===== src/rtl/assert_macros.svh =====
// Assertion macros shared by the deframer RTL files.
`ifndef ASSERT_MACROS_SVH
`define ASSERT_MACROS_SVH

// A property that must hold at every clock edge outside reset.
`define PCRD_ASSERT(name, prop, msg) \
  name: assert property (@(posedge clk_i) disable iff (!rst_ni) (prop)) else $error(msg);

// A condition that implies a property in the same cycle.
`define PCRD_ASSERT_IMP(name, cond, prop, msg) \
  name: assert property (@(posedge clk_i) disable iff (!rst_ni) (cond) |-> (prop)) \
    else $error(msg);

// A condition that implies a property in the next cycle.
`define PCRD_ASSERT_NXT(name, cond, prop, msg) \
  name: assert property (@(posedge clk_i) disable iff (!rst_ni) (cond) |=> (prop)) \
    else $error(msg);

`endif


===== src/rtl/pcrd_pkg.sv =====
// Package with the types and constants of the packet to command ring deframer.
`default_nettype none

package pcrd_pkg;

  // Packet header layout.
  localparam logic [31:0] FrameMagic = 32'hDEADBEEF;
  localparam int unsigned HdrBytes   = 7;
  localparam int unsigned MagicBytes = 4;
  localparam int unsigned LenPos     = 4;

  // Kind of input item.
  typedef enum logic {
    FUNC_PACKET = 1'b0,
    FUNC_READ   = 1'b1
  } func_e;

  // Result status codes.
  typedef enum logic [2:0] {
    STAT_NONE      = 3'd0,
    STAT_CMD_BYTE  = 3'd1,
    STAT_CMD_EMPTY = 3'd2,
    STAT_TAKEN     = 3'd3,
    STAT_COMMIT    = 3'd4,
    STAT_DROP      = 3'd5
  } status_e;

  // One result item.
  typedef struct packed {
    status_e    status;
    logic [7:0] cmd_byte;
    logic       cmd_last;
  } result_t;

  // Copy sequencer states.
  typedef enum logic {
    CP_IDLE = 1'b0,
    CP_COPY = 1'b1
  } cp_state_e;

endpackage

`default_nettype wire


===== src/rtl/pcrd_ring_mem.sv =====
// Byte ring storage with one write port and two registered read ports.
`default_nettype none

module pcrd_ring_mem #(
  parameter int unsigned RING_DEPTH = 128
) (
  input  wire logic                          clk_i,
  input  wire logic                          we_i,
  input  wire logic [$clog2(RING_DEPTH)-1:0] waddr_i,
  input  wire logic [7:0]                    wdata_i,
  input  wire logic [$clog2(RING_DEPTH)-1:0] raddr_a_i,
  input  wire logic [$clog2(RING_DEPTH)-1:0] raddr_b_i,
  output logic      [7:0]                    rdata_a_o,
  output logic      [7:0]                    rdata_b_o
);

  logic [7:0] mem_q [RING_DEPTH];
  logic [7:0] rdata_a_q;
  logic [7:0] rdata_b_q;

  // Write port.
  always_ff @(posedge clk_i) begin
    if (we_i) begin
      mem_q[waddr_i] <= wdata_i;
    end
  end

  // Read ports; a write to the same entry in the same cycle is forwarded.
  always_ff @(posedge clk_i) begin
    rdata_a_q <= (we_i && (waddr_i == raddr_a_i)) ? wdata_i : mem_q[raddr_a_i];
    rdata_b_q <= (we_i && (waddr_i == raddr_b_i)) ? wdata_i : mem_q[raddr_b_i];
  end

  assign rdata_a_o = rdata_a_q;
  assign rdata_b_o = rdata_b_q;

endmodule

`default_nettype wire


===== src/rtl/pcrd_body_copy.sv =====
// Packet body buffer and the sequencer that copies a body into the ring.
`default_nettype none
`include "assert_macros.svh"

module pcrd_body_copy #(
  parameter int unsigned RING_DEPTH = 128,
  parameter int unsigned PACKET_MAX = 64
) (
  input  wire logic                          clk_i,
  input  wire logic                          rst_ni,
  // Body byte write while a packet arrives.
  input  wire logic                          body_we_i,
  input  wire logic [((PACKET_MAX - pcrd_pkg::HdrBytes) > 1 ?
                      $clog2(PACKET_MAX - pcrd_pkg::HdrBytes) : 1)-1:0] body_idx_i,
  input  wire logic [7:0]                    body_data_i,
  // Copy request at commit.
  input  wire logic                          start_i,
  input  wire logic [7:0]                    start_len_i,
  input  wire logic [$clog2(RING_DEPTH)-1:0] start_addr_i,
  // Ring write and status.
  output logic                               busy_o,
  output logic                               ring_we_o,
  output logic      [$clog2(RING_DEPTH)-1:0] ring_addr_o,
  output logic      [7:0]                    ring_data_o
);

  localparam int unsigned BodyMax = PACKET_MAX - pcrd_pkg::HdrBytes;
  localparam int unsigned BW      = (BodyMax > 1) ? $clog2(BodyMax) : 1;
  localparam int unsigned AW      = $clog2(RING_DEPTH);

  logic [7:0]          body_mem [BodyMax];
  pcrd_pkg::cp_state_e state_q, state_d;
  logic [7:0]          cnt_q;
  logic [7:0]          len_q;
  logic [AW-1:0]       addr_q;
  logic                wr_pend_q;
  logic [AW-1:0]       wr_addr_q;
  logic [7:0]          wr_data_q;
  logic                rd_en;

  function automatic logic [AW-1:0] ring_inc(input logic [AW-1:0] p);
    return (p == AW'(RING_DEPTH - 1)) ? '0 : p + AW'(1);
  endfunction

  // Body buffer write port.
  always_ff @(posedge clk_i) begin
    if (body_we_i) begin
      body_mem[body_idx_i] <= body_data_i;
    end
  end

  // Body buffer read port and the registered ring write that follows it.
  always_ff @(posedge clk_i) begin
    if (rd_en) begin
      wr_data_q <= body_mem[BW'(cnt_q)];
    end
    wr_addr_q <= addr_q;
  end

  // Next state.
  always_comb begin
    state_d = state_q;
    unique case (state_q)
      pcrd_pkg::CP_IDLE: begin
        if (start_i) begin
          state_d = pcrd_pkg::CP_COPY;
        end
      end
      pcrd_pkg::CP_COPY: begin
        if (cnt_q == len_q - 8'd1) begin
          state_d = pcrd_pkg::CP_IDLE;
        end
      end
      default: state_d = pcrd_pkg::CP_IDLE;
    endcase
  end

  // State outputs.
  always_comb begin
    rd_en = 1'b0;
    unique case (state_q)
      pcrd_pkg::CP_IDLE: rd_en = 1'b0;
      pcrd_pkg::CP_COPY: rd_en = 1'b1;
      default:           rd_en = 1'b0;
    endcase
  end

  // Sequencer registers.
  always_ff @(posedge clk_i or negedge rst_ni) begin
    if (!rst_ni) begin
      state_q   <= pcrd_pkg::CP_IDLE;
      cnt_q     <= '0;
      len_q     <= '0;
      addr_q    <= '0;
      wr_pend_q <= 1'b0;
    end else begin
      state_q   <= state_d;
      wr_pend_q <= rd_en;
      if (start_i) begin
        cnt_q  <= '0;
        len_q  <= start_len_i;
        addr_q <= start_addr_i;
      end else if (rd_en) begin
        cnt_q  <= cnt_q + 8'd1;
        addr_q <= ring_inc(addr_q);
      end
    end
  end

  assign busy_o      = (state_q != pcrd_pkg::CP_IDLE) || wr_pend_q;
  assign ring_we_o   = wr_pend_q;
  assign ring_addr_o = wr_addr_q;
  assign ring_data_o = wr_data_q;

  `PCRD_ASSERT_IMP(a_start_when_idle, start_i, !busy_o, "copy started while busy")
  `PCRD_ASSERT_IMP(a_start_len, start_i, start_len_i != 8'd0, "copy started with no bytes")

endmodule

`default_nettype wire


===== src/rtl/pcrd_core.sv =====
// Item step logic and deframer state: header parse, commit and command pops.
`default_nettype none
`include "assert_macros.svh"

module pcrd_core #(
  parameter int unsigned RING_DEPTH = 128,
  parameter int unsigned PACKET_MAX = 64
) (
  input  wire logic                          clk_i,
  input  wire logic                          rst_ni,
  input  wire logic                          step_i,
  input  wire logic                          enable_i,
  input  wire logic                          func_i,
  input  wire logic [7:0]                    packet_byte_i,
  input  wire logic                          packet_last_i,
  // Ring bytes at the read pointer and the one after it.
  input  wire logic [7:0]                    rd_a_i,
  input  wire logic [7:0]                    rd_b_i,
  output logic      [$clog2(RING_DEPTH)-1:0] rd_addr_a_o,
  output logic      [$clog2(RING_DEPTH)-1:0] rd_addr_b_o,
  // Early ring write of a body byte into free space.
  output logic                               spec_we_o,
  output logic      [$clog2(RING_DEPTH)-1:0] spec_addr_o,
  // Body buffer write.
  output logic                               body_we_o,
  output logic      [((PACKET_MAX - pcrd_pkg::HdrBytes) > 1 ?
                      $clog2(PACKET_MAX - pcrd_pkg::HdrBytes) : 1)-1:0] body_idx_o,
  // Copy request for a body that could not be placed early.
  output logic                               copy_start_o,
  output logic      [7:0]                    copy_len_o,
  output logic      [$clog2(RING_DEPTH)-1:0] copy_addr_o,
  output pcrd_pkg::result_t                  result_o
);

  localparam int unsigned BodyMax = PACKET_MAX - pcrd_pkg::HdrBytes;
  localparam int unsigned BW      = (BodyMax > 1) ? $clog2(BodyMax) : 1;
  localparam int unsigned AW      = $clog2(RING_DEPTH);
  localparam int unsigned VW      = $clog2(RING_DEPTH + 1);
  localparam int unsigned PW      = $clog2(PACKET_MAX + 1);
  localparam int unsigned CW0     = (VW > PW) ? VW : PW;
  localparam int unsigned CW      = ((CW0 > 9) ? CW0 : 9) + 1;

  logic [AW-1:0] rp_q, rp_d;
  logic [AW-1:0] wp_q, wp_d;
  logic [VW-1:0] avail_q, avail_d;
  logic [PW-1:0] pos_q, pos_d;
  logic [31:0]   hdr_q, hdr_d;
  logic [7:0]    len_q, len_d;
  logic          rej_q, rej_d;
  logic [7:0]    crem_q, crem_d;
  logic          defer_q, defer_d;

  logic [CW-1:0] pos_c;
  logic [CW-1:0] k_c;
  logic [CW-1:0] free_c;
  logic [CW-1:0] spec_sum;
  logic [CW-1:0] commit_sum;
  logic [CW-1:0] chk_sum;
  logic          pos_full;
  logic          in_body;
  logic          fits;
  logic          defer_now;
  logic          commit_ok;
  logic [AW-1:0] rp_inc1;
  logic [AW-1:0] rp_inc2;
  logic [AW-1:0] commit_wp;

  function automatic logic [AW-1:0] ring_inc(input logic [AW-1:0] p);
    return (p == AW'(RING_DEPTH - 1)) ? '0 : p + AW'(1);
  endfunction

  // Packet position, body offset and room in the ring.
  assign pos_c    = CW'(pos_q);
  assign k_c      = pos_c - CW'(pcrd_pkg::HdrBytes);
  assign free_c   = CW'(RING_DEPTH) - CW'(avail_q);
  assign pos_full = pos_c >= CW'(PACKET_MAX);
  assign in_body  = (pos_c >= CW'(pcrd_pkg::HdrBytes)) && (k_c < CW'(BodyMax));
  assign fits     = k_c < free_c;
  assign defer_now = in_body && !fits && (k_c < CW'(len_q));

  // Ring address of a body byte placed ahead of the write pointer.
  assign spec_sum    = CW'(wp_q) + k_c;
  assign spec_addr_o = (spec_sum >= CW'(RING_DEPTH)) ? AW'(spec_sum - CW'(RING_DEPTH))
                                                     : AW'(spec_sum);
  assign body_idx_o  = BW'(k_c);

  // Commit test for the packet's last byte; a body length is only known
  // once the header is complete, which the total length check guarantees.
  assign commit_ok = enable_i && !rej_q && !pos_full && (hdr_q == pcrd_pkg::FrameMagic) &&
                     (pos_c + CW'(1) >= CW'(len_q) + CW'(pcrd_pkg::HdrBytes)) &&
                     (CW'(len_q) <= free_c) && (CW'(len_q) <= CW'(BodyMax));
  assign commit_sum = CW'(wp_q) + CW'(len_q);
  assign commit_wp  = (commit_sum >= CW'(RING_DEPTH)) ? AW'(commit_sum - CW'(RING_DEPTH))
                                                      : AW'(commit_sum);

  assign rp_inc1 = ring_inc(rp_q);
  assign rp_inc2 = ring_inc(rp_inc1);

  assign copy_len_o  = len_q;
  assign copy_addr_o = wp_q;

  // Step of one item.
  always_comb begin
    rp_d         = rp_q;
    wp_d         = wp_q;
    avail_d      = avail_q;
    pos_d        = pos_q;
    hdr_d        = hdr_q;
    len_d        = len_q;
    rej_d        = rej_q;
    crem_d       = crem_q;
    defer_d      = defer_q;
    spec_we_o    = 1'b0;
    body_we_o    = 1'b0;
    copy_start_o = 1'b0;
    result_o     = '{status: pcrd_pkg::STAT_NONE, cmd_byte: 8'd0, cmd_last: 1'b0};
    if (step_i) begin
      if (func_i == pcrd_pkg::FUNC_PACKET) begin
        // Header capture and body store.
        if (!enable_i || pos_full) begin
          rej_d = 1'b1;
        end else begin
          if (pos_c < CW'(pcrd_pkg::MagicBytes)) begin
            hdr_d = {packet_byte_i, hdr_q[31:8]};
          end else if (pos_c == CW'(pcrd_pkg::LenPos)) begin
            len_d = packet_byte_i;
          end else if (in_body) begin
            body_we_o = 1'b1;
            spec_we_o = fits;
            defer_d   = defer_q | defer_now;
          end
          pos_d = pos_q + PW'(1);
        end
        // Commit or drop at the end of the packet.
        if (packet_last_i) begin
          if (commit_ok) begin
            wp_d         = commit_wp;
            avail_d      = avail_q + VW'(len_q);
            copy_start_o = defer_q | defer_now;
            result_o.status = pcrd_pkg::STAT_COMMIT;
          end else begin
            result_o.status = pcrd_pkg::STAT_DROP;
          end
          pos_d   = '0;
          hdr_d   = '0;
          len_d   = '0;
          rej_d   = 1'b0;
          defer_d = 1'b0;
        end else begin
          result_o.status = pcrd_pkg::STAT_TAKEN;
        end
      end else if (enable_i && (avail_q != '0)) begin
        // Command pop.
        if (crem_q != 8'd0) begin
          rp_d    = rp_inc1;
          avail_d = avail_q - VW'(1);
          crem_d  = crem_q - 8'd1;
          result_o.status   = pcrd_pkg::STAT_CMD_BYTE;
          result_o.cmd_byte = rd_a_i;
          result_o.cmd_last = (crem_q == 8'd1);
        end else if (CW'(avail_q) >= CW'(rd_a_i) + CW'(1)) begin
          if (rd_a_i == 8'd0) begin
            rp_d    = rp_inc1;
            avail_d = avail_q - VW'(1);
            result_o.status   = pcrd_pkg::STAT_CMD_EMPTY;
            result_o.cmd_last = 1'b1;
          end else begin
            rp_d    = rp_inc2;
            avail_d = avail_q - VW'(2);
            crem_d  = rd_a_i - 8'd1;
            result_o.status   = pcrd_pkg::STAT_CMD_BYTE;
            result_o.cmd_byte = rd_b_i;
            result_o.cmd_last = (rd_a_i == 8'd1);
          end
        end
      end
    end
  end

  // Read addresses follow the next read pointer so the data is ready for the next item.
  assign rd_addr_a_o = rp_d;
  assign rd_addr_b_o = ring_inc(rp_d);

  // State registers.
  always_ff @(posedge clk_i or negedge rst_ni) begin
    if (!rst_ni) begin
      rp_q    <= '0;
      wp_q    <= '0;
      avail_q <= '0;
      pos_q   <= '0;
      hdr_q   <= '0;
      len_q   <= '0;
      rej_q   <= 1'b0;
      crem_q  <= '0;
      defer_q <= 1'b0;
    end else begin
      rp_q    <= rp_d;
      wp_q    <= wp_d;
      avail_q <= avail_d;
      pos_q   <= pos_d;
      hdr_q   <= hdr_d;
      len_q   <= len_d;
      rej_q   <= rej_d;
      crem_q  <= crem_d;
      defer_q <= defer_d;
    end
  end

  // Read pointer plus fill level lands on the write pointer.
  assign chk_sum = CW'(rp_q) + CW'(avail_q);

  `PCRD_ASSERT(a_avail_bound, CW'(avail_q) <= CW'(RING_DEPTH), "ring fill above depth")
  `PCRD_ASSERT(a_ptr_consistent, ((chk_sum >= CW'(RING_DEPTH)) ?
    AW'(chk_sum - CW'(RING_DEPTH)) : AW'(chk_sum)) == wp_q, "ring pointers disagree")
  `PCRD_ASSERT(a_cmd_in_ring, CW'(crem_q) <= CW'(avail_q), "command tail not in ring")

endmodule

`default_nettype wire


===== src/rtl/packet_to_command_ring_deframer_unit.sv =====
// Top level of the packet to command ring deframer.
// The input channel takes one item per cycle when not stalled: a packet byte
// (func 0, with a last flag) or a request for the next command byte (func 1).
// Each item gives exactly one result item on the output channel: byte taken,
// packet committed or dropped on a packet's last byte, or a command byte, an
// empty command or nothing ready for a request. The enable register is written
// on its own valid/ready channel, which is always ready.
// An item is registered in the input register, its work is done on the way
// into the result register, which offers the result once the item steps, and
// one item per cycle is sustained when neither the output stalls nor a copy runs.
// A committed body is written into the ring as its bytes arrive; where the
// ring had no room for a byte at that time, the commit starts a copy from the
// packet buffer that writes one byte per cycle through the single ring write
// port, and input items wait while the copy is busy.
// A stalled result holds the result register and then the input register;
// the input stalls when both are full or a copy runs with the input full.
// Reset empties the ring, drops any partial packet and clears enable.
`default_nettype none
`include "assert_macros.svh"

module packet_to_command_ring_deframer_unit #(
  parameter int unsigned RING_DEPTH = 128,
  parameter int unsigned PACKET_MAX = 64
) (
  input  wire logic       clk_i,
  input  wire logic       rst_ni,
  // Item input.
  input  wire logic       in_valid_i,
  output logic            in_stall_o,
  input  wire logic       func_i,
  input  wire logic [7:0] packet_byte_i,
  input  wire logic       packet_last_i,
  // Result output.
  output logic            out_valid_o,
  input  wire logic       out_stall_i,
  output logic      [2:0] status_o,
  output logic      [7:0] command_byte_o,
  output logic            command_last_o,
  // Configuration.
  input  wire logic       cfg_valid_i,
  output logic            cfg_ready_o,
  input  wire logic       enable_i
);

  localparam int unsigned BodyMax = PACKET_MAX - pcrd_pkg::HdrBytes;
  localparam int unsigned BW      = (BodyMax > 1) ? $clog2(BodyMax) : 1;
  localparam int unsigned AW      = $clog2(RING_DEPTH);

  logic              enable_q;
  logic              in_vld_q;
  logic              in_func_q;
  logic [7:0]        in_byte_q;
  logic              in_last_q;
  logic              out_vld_q;
  pcrd_pkg::result_t out_res_q;
  pcrd_pkg::result_t step_res;
  logic              step;
  logic              accept;
  logic              copy_busy;

  logic [AW-1:0]     rd_addr_a, rd_addr_b;
  logic [7:0]        rd_a, rd_b;
  logic              spec_we;
  logic [AW-1:0]     spec_addr;
  logic              body_we;
  logic [BW-1:0]     body_idx;
  logic              copy_start;
  logic [7:0]        copy_len;
  logic [AW-1:0]     copy_addr;
  logic              cp_we;
  logic [AW-1:0]     cp_addr;
  logic [7:0]        cp_data;
  logic              ring_we;
  logic [AW-1:0]     ring_addr;
  logic [7:0]        ring_data;

  // Handshake control.
  assign step        = in_vld_q && (!out_vld_q || !out_stall_i) && !copy_busy;
  assign in_stall_o  = in_vld_q && !step;
  assign accept      = in_valid_i && !in_stall_o;
  assign cfg_ready_o = 1'b1;

  // Enable register.
  always_ff @(posedge clk_i or negedge rst_ni) begin
    if (!rst_ni) begin
      enable_q <= 1'b0;
    end else if (cfg_valid_i && cfg_ready_o) begin
      enable_q <= enable_i;
    end
  end

  // Input register.
  always_ff @(posedge clk_i or negedge rst_ni) begin
    if (!rst_ni) begin
      in_vld_q <= 1'b0;
    end else if (accept) begin
      in_vld_q <= 1'b1;
    end else if (step) begin
      in_vld_q <= 1'b0;
    end
  end

  always_ff @(posedge clk_i) begin
    if (accept) begin
      in_func_q <= func_i;
      in_byte_q <= packet_byte_i;
      in_last_q <= packet_last_i;
    end
  end

  // Result register.
  always_ff @(posedge clk_i or negedge rst_ni) begin
    if (!rst_ni) begin
      out_vld_q <= 1'b0;
    end else if (step) begin
      out_vld_q <= 1'b1;
    end else if (!out_stall_i) begin
      out_vld_q <= 1'b0;
    end
  end

  always_ff @(posedge clk_i) begin
    if (step) begin
      out_res_q <= step_res;
    end
  end

  assign out_valid_o    = out_vld_q;
  assign status_o       = out_res_q.status;
  assign command_byte_o = out_res_q.cmd_byte;
  assign command_last_o = out_res_q.cmd_last;

  pcrd_core #(
    .RING_DEPTH(RING_DEPTH),
    .PACKET_MAX(PACKET_MAX)
  ) u_core (
    .clk_i        (clk_i),
    .rst_ni       (rst_ni),
    .step_i       (step),
    .enable_i     (enable_q),
    .func_i       (in_func_q),
    .packet_byte_i(in_byte_q),
    .packet_last_i(in_last_q),
    .rd_a_i       (rd_a),
    .rd_b_i       (rd_b),
    .rd_addr_a_o  (rd_addr_a),
    .rd_addr_b_o  (rd_addr_b),
    .spec_we_o    (spec_we),
    .spec_addr_o  (spec_addr),
    .body_we_o    (body_we),
    .body_idx_o   (body_idx),
    .copy_start_o (copy_start),
    .copy_len_o   (copy_len),
    .copy_addr_o  (copy_addr),
    .result_o     (step_res)
  );

  pcrd_body_copy #(
    .RING_DEPTH(RING_DEPTH),
    .PACKET_MAX(PACKET_MAX)
  ) u_body_copy (
    .clk_i       (clk_i),
    .rst_ni      (rst_ni),
    .body_we_i   (body_we),
    .body_idx_i  (body_idx),
    .body_data_i (in_byte_q),
    .start_i     (copy_start),
    .start_len_i (copy_len),
    .start_addr_i(copy_addr),
    .busy_o      (copy_busy),
    .ring_we_o   (cp_we),
    .ring_addr_o (cp_addr),
    .ring_data_o (cp_data)
  );

  // Ring write port: the copy pass owns it while it runs.
  assign ring_we   = cp_we || spec_we;
  assign ring_addr = cp_we ? cp_addr : spec_addr;
  assign ring_data = cp_we ? cp_data : in_byte_q;

  pcrd_ring_mem #(
    .RING_DEPTH(RING_DEPTH)
  ) u_ring_mem (
    .clk_i    (clk_i),
    .we_i     (ring_we),
    .waddr_i  (ring_addr),
    .wdata_i  (ring_data),
    .raddr_a_i(rd_addr_a),
    .raddr_b_i(rd_addr_b),
    .rdata_a_o(rd_a),
    .rdata_b_o(rd_b)
  );

  `PCRD_ASSERT_IMP(a_no_step_in_copy, copy_busy, !step, "item stepped during copy pass")
  `PCRD_ASSERT_IMP(a_no_write_clash, cp_we, !spec_we, "two ring writes in one cycle")
  `PCRD_ASSERT_NXT(a_step_gives_result, step, out_vld_q, "stepped item left no result")

endmodule

`default_nettype wire

===== config.mk =====
export PLATFORM = sky130hd
export DESIGN_NAME = packet_to_command_ring_deframer_unit
export DESIGN_NICKNAME = d
export VERILOG_FILES = /design/src/rtl/pcrd_pkg.sv /design/src/rtl/pcrd_ring_mem.sv /design/src/rtl/pcrd_body_copy.sv /design/src/rtl/pcrd_core.sv /design/src/rtl/packet_to_command_ring_deframer_unit.sv
export VERILOG_INCLUDE_DIRS = /design/src /design/src/rtl
export SDC_FILE = /design/constraint.sdc
export NUM_CORES = 2
export LEC_CHECK = 0
export ABC_AREA = 1
export BUFFER_PORTS_ARGS = -buffer_cell sky130_fd_sc_hd__clkbuf_2
export CELL_PAD_IN_SITES_DETAIL_PLACEMENT = 0
export CELL_PAD_IN_SITES_GLOBAL_PLACEMENT = 1
export CORE_MARGIN = 3
export CORE_UTILIZATION = 35
export DETAILED_ROUTE_END_ITERATION = 8
export MAX_ROUTING_LAYER = met4
export PLACE_DENSITY = 0.58
export SYNTH_ARGS = -nofsm -noshare
export SYNTH_HDL_FRONTEND = slang
export SYNTH_SLANG_ARGS = --single-unit

===== constraint.sdc =====
create_clock -name clk_i -period 16.5 [get_ports clk_i]
set_clock_uncertainty 0.15 [all_clocks]
set_input_delay 1.65 -clock clk_i [delete_from_list [all_inputs] [get_ports clk_i]]
set_output_delay 1.65 -clock clk_i [all_outputs]
set_load 0.05 [all_outputs]

---- After elaboration in Yosys (flattened, before gate mapping) ----
Memories as Yosys holds them, arrays and structs flattened. A register that Yosys moved wholly into a read port is not among the register bits.
Cells that the tools add are included.
word-level totals
  input port bits ......................... 16
  memories kept ........................... 2
  RAM bits ................................ 1480
  flip-flop bits (word level) ............. 136
cells by class
  bitwise logic cells ..................... 3
  magnitude comparators ................... 12
  equal/unequal tests ..................... 16
  $add $sub $neg .......................... 21
  reduce and logical (&&, ||, !) cells .... 48
  mux-type cells .......................... 81
memories
  memory                depth  width  rd ports  clocked after Yosys merged registers in  write ports  line                  source
  u_ring_mem.mem_q      128    8      2         2                                        1            pcrd_ring_mem.sv:17   logic [7:0] mem_q [RING_DEPTH];
  u_body_copy.body_mem  57     8      1         1                                        1            pcrd_body_copy.sv:31  logic [7:0] body_mem [BodyMax];
operator list
  kind                                                                                   count
  8-bit two-way mux                                                                      18
  7-bit two-way mux                                                                      17
  32-bit two-way mux                                                                     3
  7-bit by 1-bit adder with 7-bit output (second input constant)                         5
  1-bit two-way mux                                                                      35
  32-bit equality test (second input constant)                                           1
  8-bit by 1-bit subtractor with 8-bit output (second input constant)                    4
  7-bit equality test (second input constant)                                            4
  12-bit two-way mux                                                                     2
  2-bit nonzero test                                                                     9
  8-bit by 1-bit equality test with 1-bit output (second input constant)                 2
  8-bit nonzero test                                                                     2
  5-bit AND reduction                                                                    3
  1-bit logical AND                                                                      14
  7-bit by 1-bit subtractor with 7-bit output (second input constant)                    2
  11-bit two-way mux                                                                     1
  7-bit by 10-bit adder with 10-bit output                                               1
  10-bit greater-or-equal comparator                                                     1
  10-bit by 8-bit greater-or-equal comparator with 1-bit output (second input constant)  1
  8-bit by 10-bit greater-or-equal comparator with 1-bit output                          1
  8-bit by 10-bit less-or-equal comparator with 1-bit output                             1
  10-bit less-than comparator                                                            1
  10-bit by 6-bit less-than comparator with 1-bit output (second input constant)         1
  10-bit by 8-bit less-than comparator with 1-bit output                                 1
  other kinds (31)                                                                       51

---- Depth between registers and ports, before layout ----
  depth in word-level cells ............... 13
  gate-level depth with buffers ........... 39
  mapped depth without buffers ............ 36

---- By module ----
A second synthesis with hierarchy kept.
unflattened totals
  cell total of the unflattened synthesis .. 8861
  area total of the unflattened synthesis .. 81821.0 um^2
by module, submodules not included
  module                                cells each  instances  seq. area each (um^2)  area each (um^2)
  pcrd_ring_mem                         5930        1          31029.8                52954.5
  pcrd_body_copy                        1942        1          14699.1                20995.1
  pcrd_core                             898         1          1976.9                 6826.5
  packet_to_command_ring_deframer_unit  91          1          735.7                  1044.8

---- Worst setup path before layout ----
No wires, ideal clock.
  kind .................................... register -> register
  start point ............................. reg in_byte_q[0]
  end point ............................... mem u_ring_mem.mem_q[0][0] (data pin)
  library setup time ...................... 1199 ps
  path buffers ............................ 0
  arrival ................................. 6177 ps
  stages on the path, launching flop included .. 3
  slack ................................... 8974 ps
  cells stage by stage .................... edfxtp_1 > inv_1 > o21ai_0
between the ends
  word-level cells in the longest chain between the ends .. 1
RTL lines
  item                    line                                         source
  from (decl)             packet_to_command_ring_deframer_unit.sv:52   logic [7:0] in_byte_q;
  from (signal assigned)  packet_to_command_ring_deframer_unit.sv:106  in_byte_q <= packet_byte_i;
  8-bit two-way mux       packet_to_command_ring_deframer_unit.sv:179  assign ring_data = cp_we ? cp_data : in_byte_q;
  via ring_data[0]        packet_to_command_ring_deframer_unit.sv:75   logic [7:0] ring_data;
  to (decl)               pcrd_ring_mem.sv:17
The timed path passes the listed nets, and every way through them passes these cells.

==> reports/summary.log <==
[cts] Skew-Pair Late Insertion Delay 0.88 ns
[timing] hold violation count in the final report 0
[die] number of standard-cell rows in the floorplan 173
[cts] root buf cell clkbuf_16
[global_routing] Global Route Usage Sum 24.8%
[critical_path] CP startpoint kind flop
[placed_design] Cells after DPL 10500
[global_routing] global-route track usage on met2 39.3%
[global_routing] vias in the first global route 58700
[cts] post-CTS sizing 0
[critical_path] r2r worst-path depth 29
[routing] Pre-antenna DRT Iters 7
[pwr] Leakage Power 30.3 nW
[cts] TritonCTS clock tree yes
[critical_path] data arrival at the endpoint of the critical path 8.62 ns
[logic_synthesis] post-synthesis net count 8076
[global_routing] maximum number of pins on one net before global-route repair 192
[logic_synthesis] post-synth design cell area 78600 sq um
[critical_path] Critical Path Fanout Max 85
[global_routing] first-pass GRT wire length 413 mm
[logic_synthesis] synthesized area per cell 9.85 sq um
[logic_synthesis] dominant cell by count in the synthesized netlist edfxtp_1
[routing] DRC Markers 0
[routing] antenna violation net count after detailed routing 0
[cts] clock-pin slew on the worst setup and hold paths 0.06 ns
[cells_and_area] nets 7842
[critical_path] Largest stage delay, worst path 0.75 ns
[logic_synthesis] proportion of netlist area held by the largest area contributor 57.7%
[logic_synthesis] most numerous cell types in the synthesized netlist edfxtp_1 (1510), nand2_1 (1492), nand3_1 (1088)
[global_routing] initial antenna violation count 3
[pwr] Power per Cell Area 98.8 nW/um^2
[cells_and_area] final non-filler cell total 10900
[global_routing] GRT overflow 0
[timing] Final min period 7.99 ns
[routing] via/cell ratio 5.63
[timing] fmax 0.125 GHz
[timing] worst slew pin tran 1.27 ns
[global_routing] met1 usage 32.7%
[cts] CTS Hold Buffers Added 0
[status] run status finished clean
[cts] total CTS buffers 188
[cells_and_area] fraction of layout cells with a size suffix above 1 6.15%
[timing] setup total negative slack 0 ns
[cells_and_area] final core utilization 39.2%
[cells_and_area] summed area of non-filler cells in the final layout 87200 sq um
[logic_synthesis] largest area contributor in the synthesized netlist edfxtp_1
[critical_path] setup slack on the worst flop-to-flop path 8.51 ns
[pwr] worst vdd rail ir drop 0.104 mV
[placed_design] gp weighted congestion 0.877
[die] die outline width 480 um
[routing] final routed wirelength across all metal layers 285 mm
[die] die area 230000 sq um
[routing] DRT iter0 DRCs 6698
[timing] setup violation total in the final timing report 0
[critical_path] kind of end point of the critical path flop
[cells_and_area] area added between synthesis and finish 10.9%
[cts] Max H-tree Level 4
[die] height of the die 480 um
[logic_synthesis] Syn Inst Count 7981
[timing] number of pins with negative max-slew slack in the final report 0
[logic_synthesis] Seq/Total Area, Yosys 61.6%
[critical_path] Worst setup endpoint u_core.crem_q[2]
[critical_path] capture point of the worst reg-to-reg path u_core.crem_q[2]
[logic_synthesis] count of synthesis-stage warnings from yosys 0
[placed_design] Cell Area, Placed 81100 sq um
[routing] vias after detailed routing 61300
[logic_synthesis] number of distinct library cells after synthesis 61
[global_routing] highest-utilization routing layer at the global route stage met2
[placed_design] Final HPWL DP 164 mm
[cts] buffers inserted during post-CTS setup optimization 0
[critical_path] slowest cell on the critical path buf_4
[hold_path] type of the tightest min-delay check flop to flop
[logic_synthesis] share of synthesized flip-flops with an asynchronous set or reset 6.53%
[routing] final routed wire length divided by cell count 26.1 um
[die] initial standard-cell utilization of the core 35.3%
[cts] number of buffers between clock root and the deepest sink 3
[placed_design] quantity of I/O buffers inserted on ports 29
[timing] Worst slew margin 15.3%
[die] io pins 31
[logic_synthesis] number of synthesized register bits 1638
[logic_synthesis] largest cells by area after synthesis edfxtp_1 (58%), nand2_1 (7.1%), nand3_1 (6.9%)
[logic_synthesis] flip-flop cell with the highest count after synthesis edfxtp_1
[timing] Tcrit/Tclk final 48.5%
[logic_synthesis] number of enable flip-flop cells after synthesis 1510
[critical_path] required time worst endpoint 17.13 ns
[cts] clk sink count 1638
[critical_path] WS Path Type flop to flop
[timing] unrepaired setup endpoints after global routing false
[run] Max Cap Viol 0
[pwr] post-layout power 8.62 mW
[die] Core Box Area 223000 sq um
[global_routing] met3 Resource Use GR 3.04%
-- cells in the final DEF, fill, tap and decap left out, types with 58 or more instances in the layout --
cell type and instances:
inv_1 267, buf_4 115, nor2_1 938, nand2_1 1492, nand3_1 1080, edfxtp_1 1510, o211ai_1 58, o22ai_1 212
dfrtp_1 105, o221ai_1 70, o21ai_0 909, a21oi_1 293, ha_1 76, clkbuf_16 189
-- worst max-delay path, delay by kind of cell (launching register included) --
| family | cells | cell delay (ns) |
|---|---|---|
| AOI/OAI and AO/OA | 8 | 1.67 |
| xor gates and xnor gates | 1 | 0.12 |
| adders and majority gates | 2 | 0.61 |
| buffers and inverters | 5 | 2.34 |
| DFF | 1 | 0.54 |
| and+or+nand+nor | 13 | 2.33 |
-- stage by stage --
| stage | hold WS, ns | setup WS, ns |
|---|---|---|
| 5_1_grt | 0.246 | 8.00 |
| 6_report | 0.224 | 8.51 |
| 3_5_place_dp | 0.210 | 8.56 |
| 2_1_floorplan | 0.197 | 8.97 |
| 4_1_cts | 0.225 | 8.59 |
| 3_3_place_gp | 0.207 | 8.58 |
-- metal layers --
layer	up-vias	wire (um)	share of wire (%)
li1	28000	-	-
met1	30500	122000	43
met2	2311	134000	47
met3	499	17800	6.3
met4	0	10900	3.8
met5	-	0	0
-- sequential cells by signal, indices dropped and copies added, names as in the netlist, 8 cells and up, named ones only --
signal and cells:
u_body_copy.ring_data_o 8, u_core.hdr_q 32, u_body_copy.body_mem 456, in_byte_q 8, u_core.avail_q 8, u_ring_mem.mem_q 1024
u_core.copy_len_o 8, u_core.crem_q 8, command_byte_o 8, u_body_copy.len_q 8, u_body_copy.cnt_q 8
-- logic make-up after synthesis --
kind of cell             count (synthesis)  share of synthesized area [%]
AO/OA/AOI/OAI                         1718                           12.3
buffers and inverters                  864                           4.75
XOR/XNOR                                61                          0.679
AND/OR/NAND/NOR                       3620                           19.4
flip-flops                            1638                           61.6
other                                    1                        0.00477
adder cells (fa/ha/maj)                 79                           1.29
-- where the power goes --
group / total [mW] / leakage [nW] / switching [mW] / internal, mW
Clock: 4.14 / 2.96 / 1.82 / 2.32
Sequential: 4.47 / 15.0 / 0.000338 / 4.47
Combinational: 0.00949 / 12.4 / 0.00763 / 0.00185
-- how the worst min path moves through the flow --
stage	from	cells after the start	endpoint	slack, ns
6_report	u_body_copy.addr_q[6]	0	u_body_copy.ring_addr_o[6]	0.22
5_1_grt	u_body_copy.addr_q[6]	0	u_body_copy.ring_addr_o[6]	0.25
4_1_cts	u_body_copy.addr_q[6]	0	u_body_copy.ring_addr_o[6]	0.23
3_5_place_dp	u_body_copy.addr_q[6]	0	u_body_copy.ring_addr_o[6]	0.21
3_3_place_gp	u_body_copy.addr_q[6]	0	u_body_copy.ring_addr_o[6]	0.21
2_1_floorplan	u_body_copy.addr_q[6]	0	u_body_copy.ring_addr_o[6]	0.20
-- cell type report --
type | count | area, sq um
flip-flops and latches | 1638 | 48500
inverters | 290 | 1130
well taps | 2975 | 3720
fillers | 21800 | 136000
diodes | 5 | 12.5
repair buffers | 150 | 1140
clock buffers | 248 | 5020
multi-input cells | 5479 | 26600
clock inverters | 103 | 1110
Power figures use the tool's default switching activity.
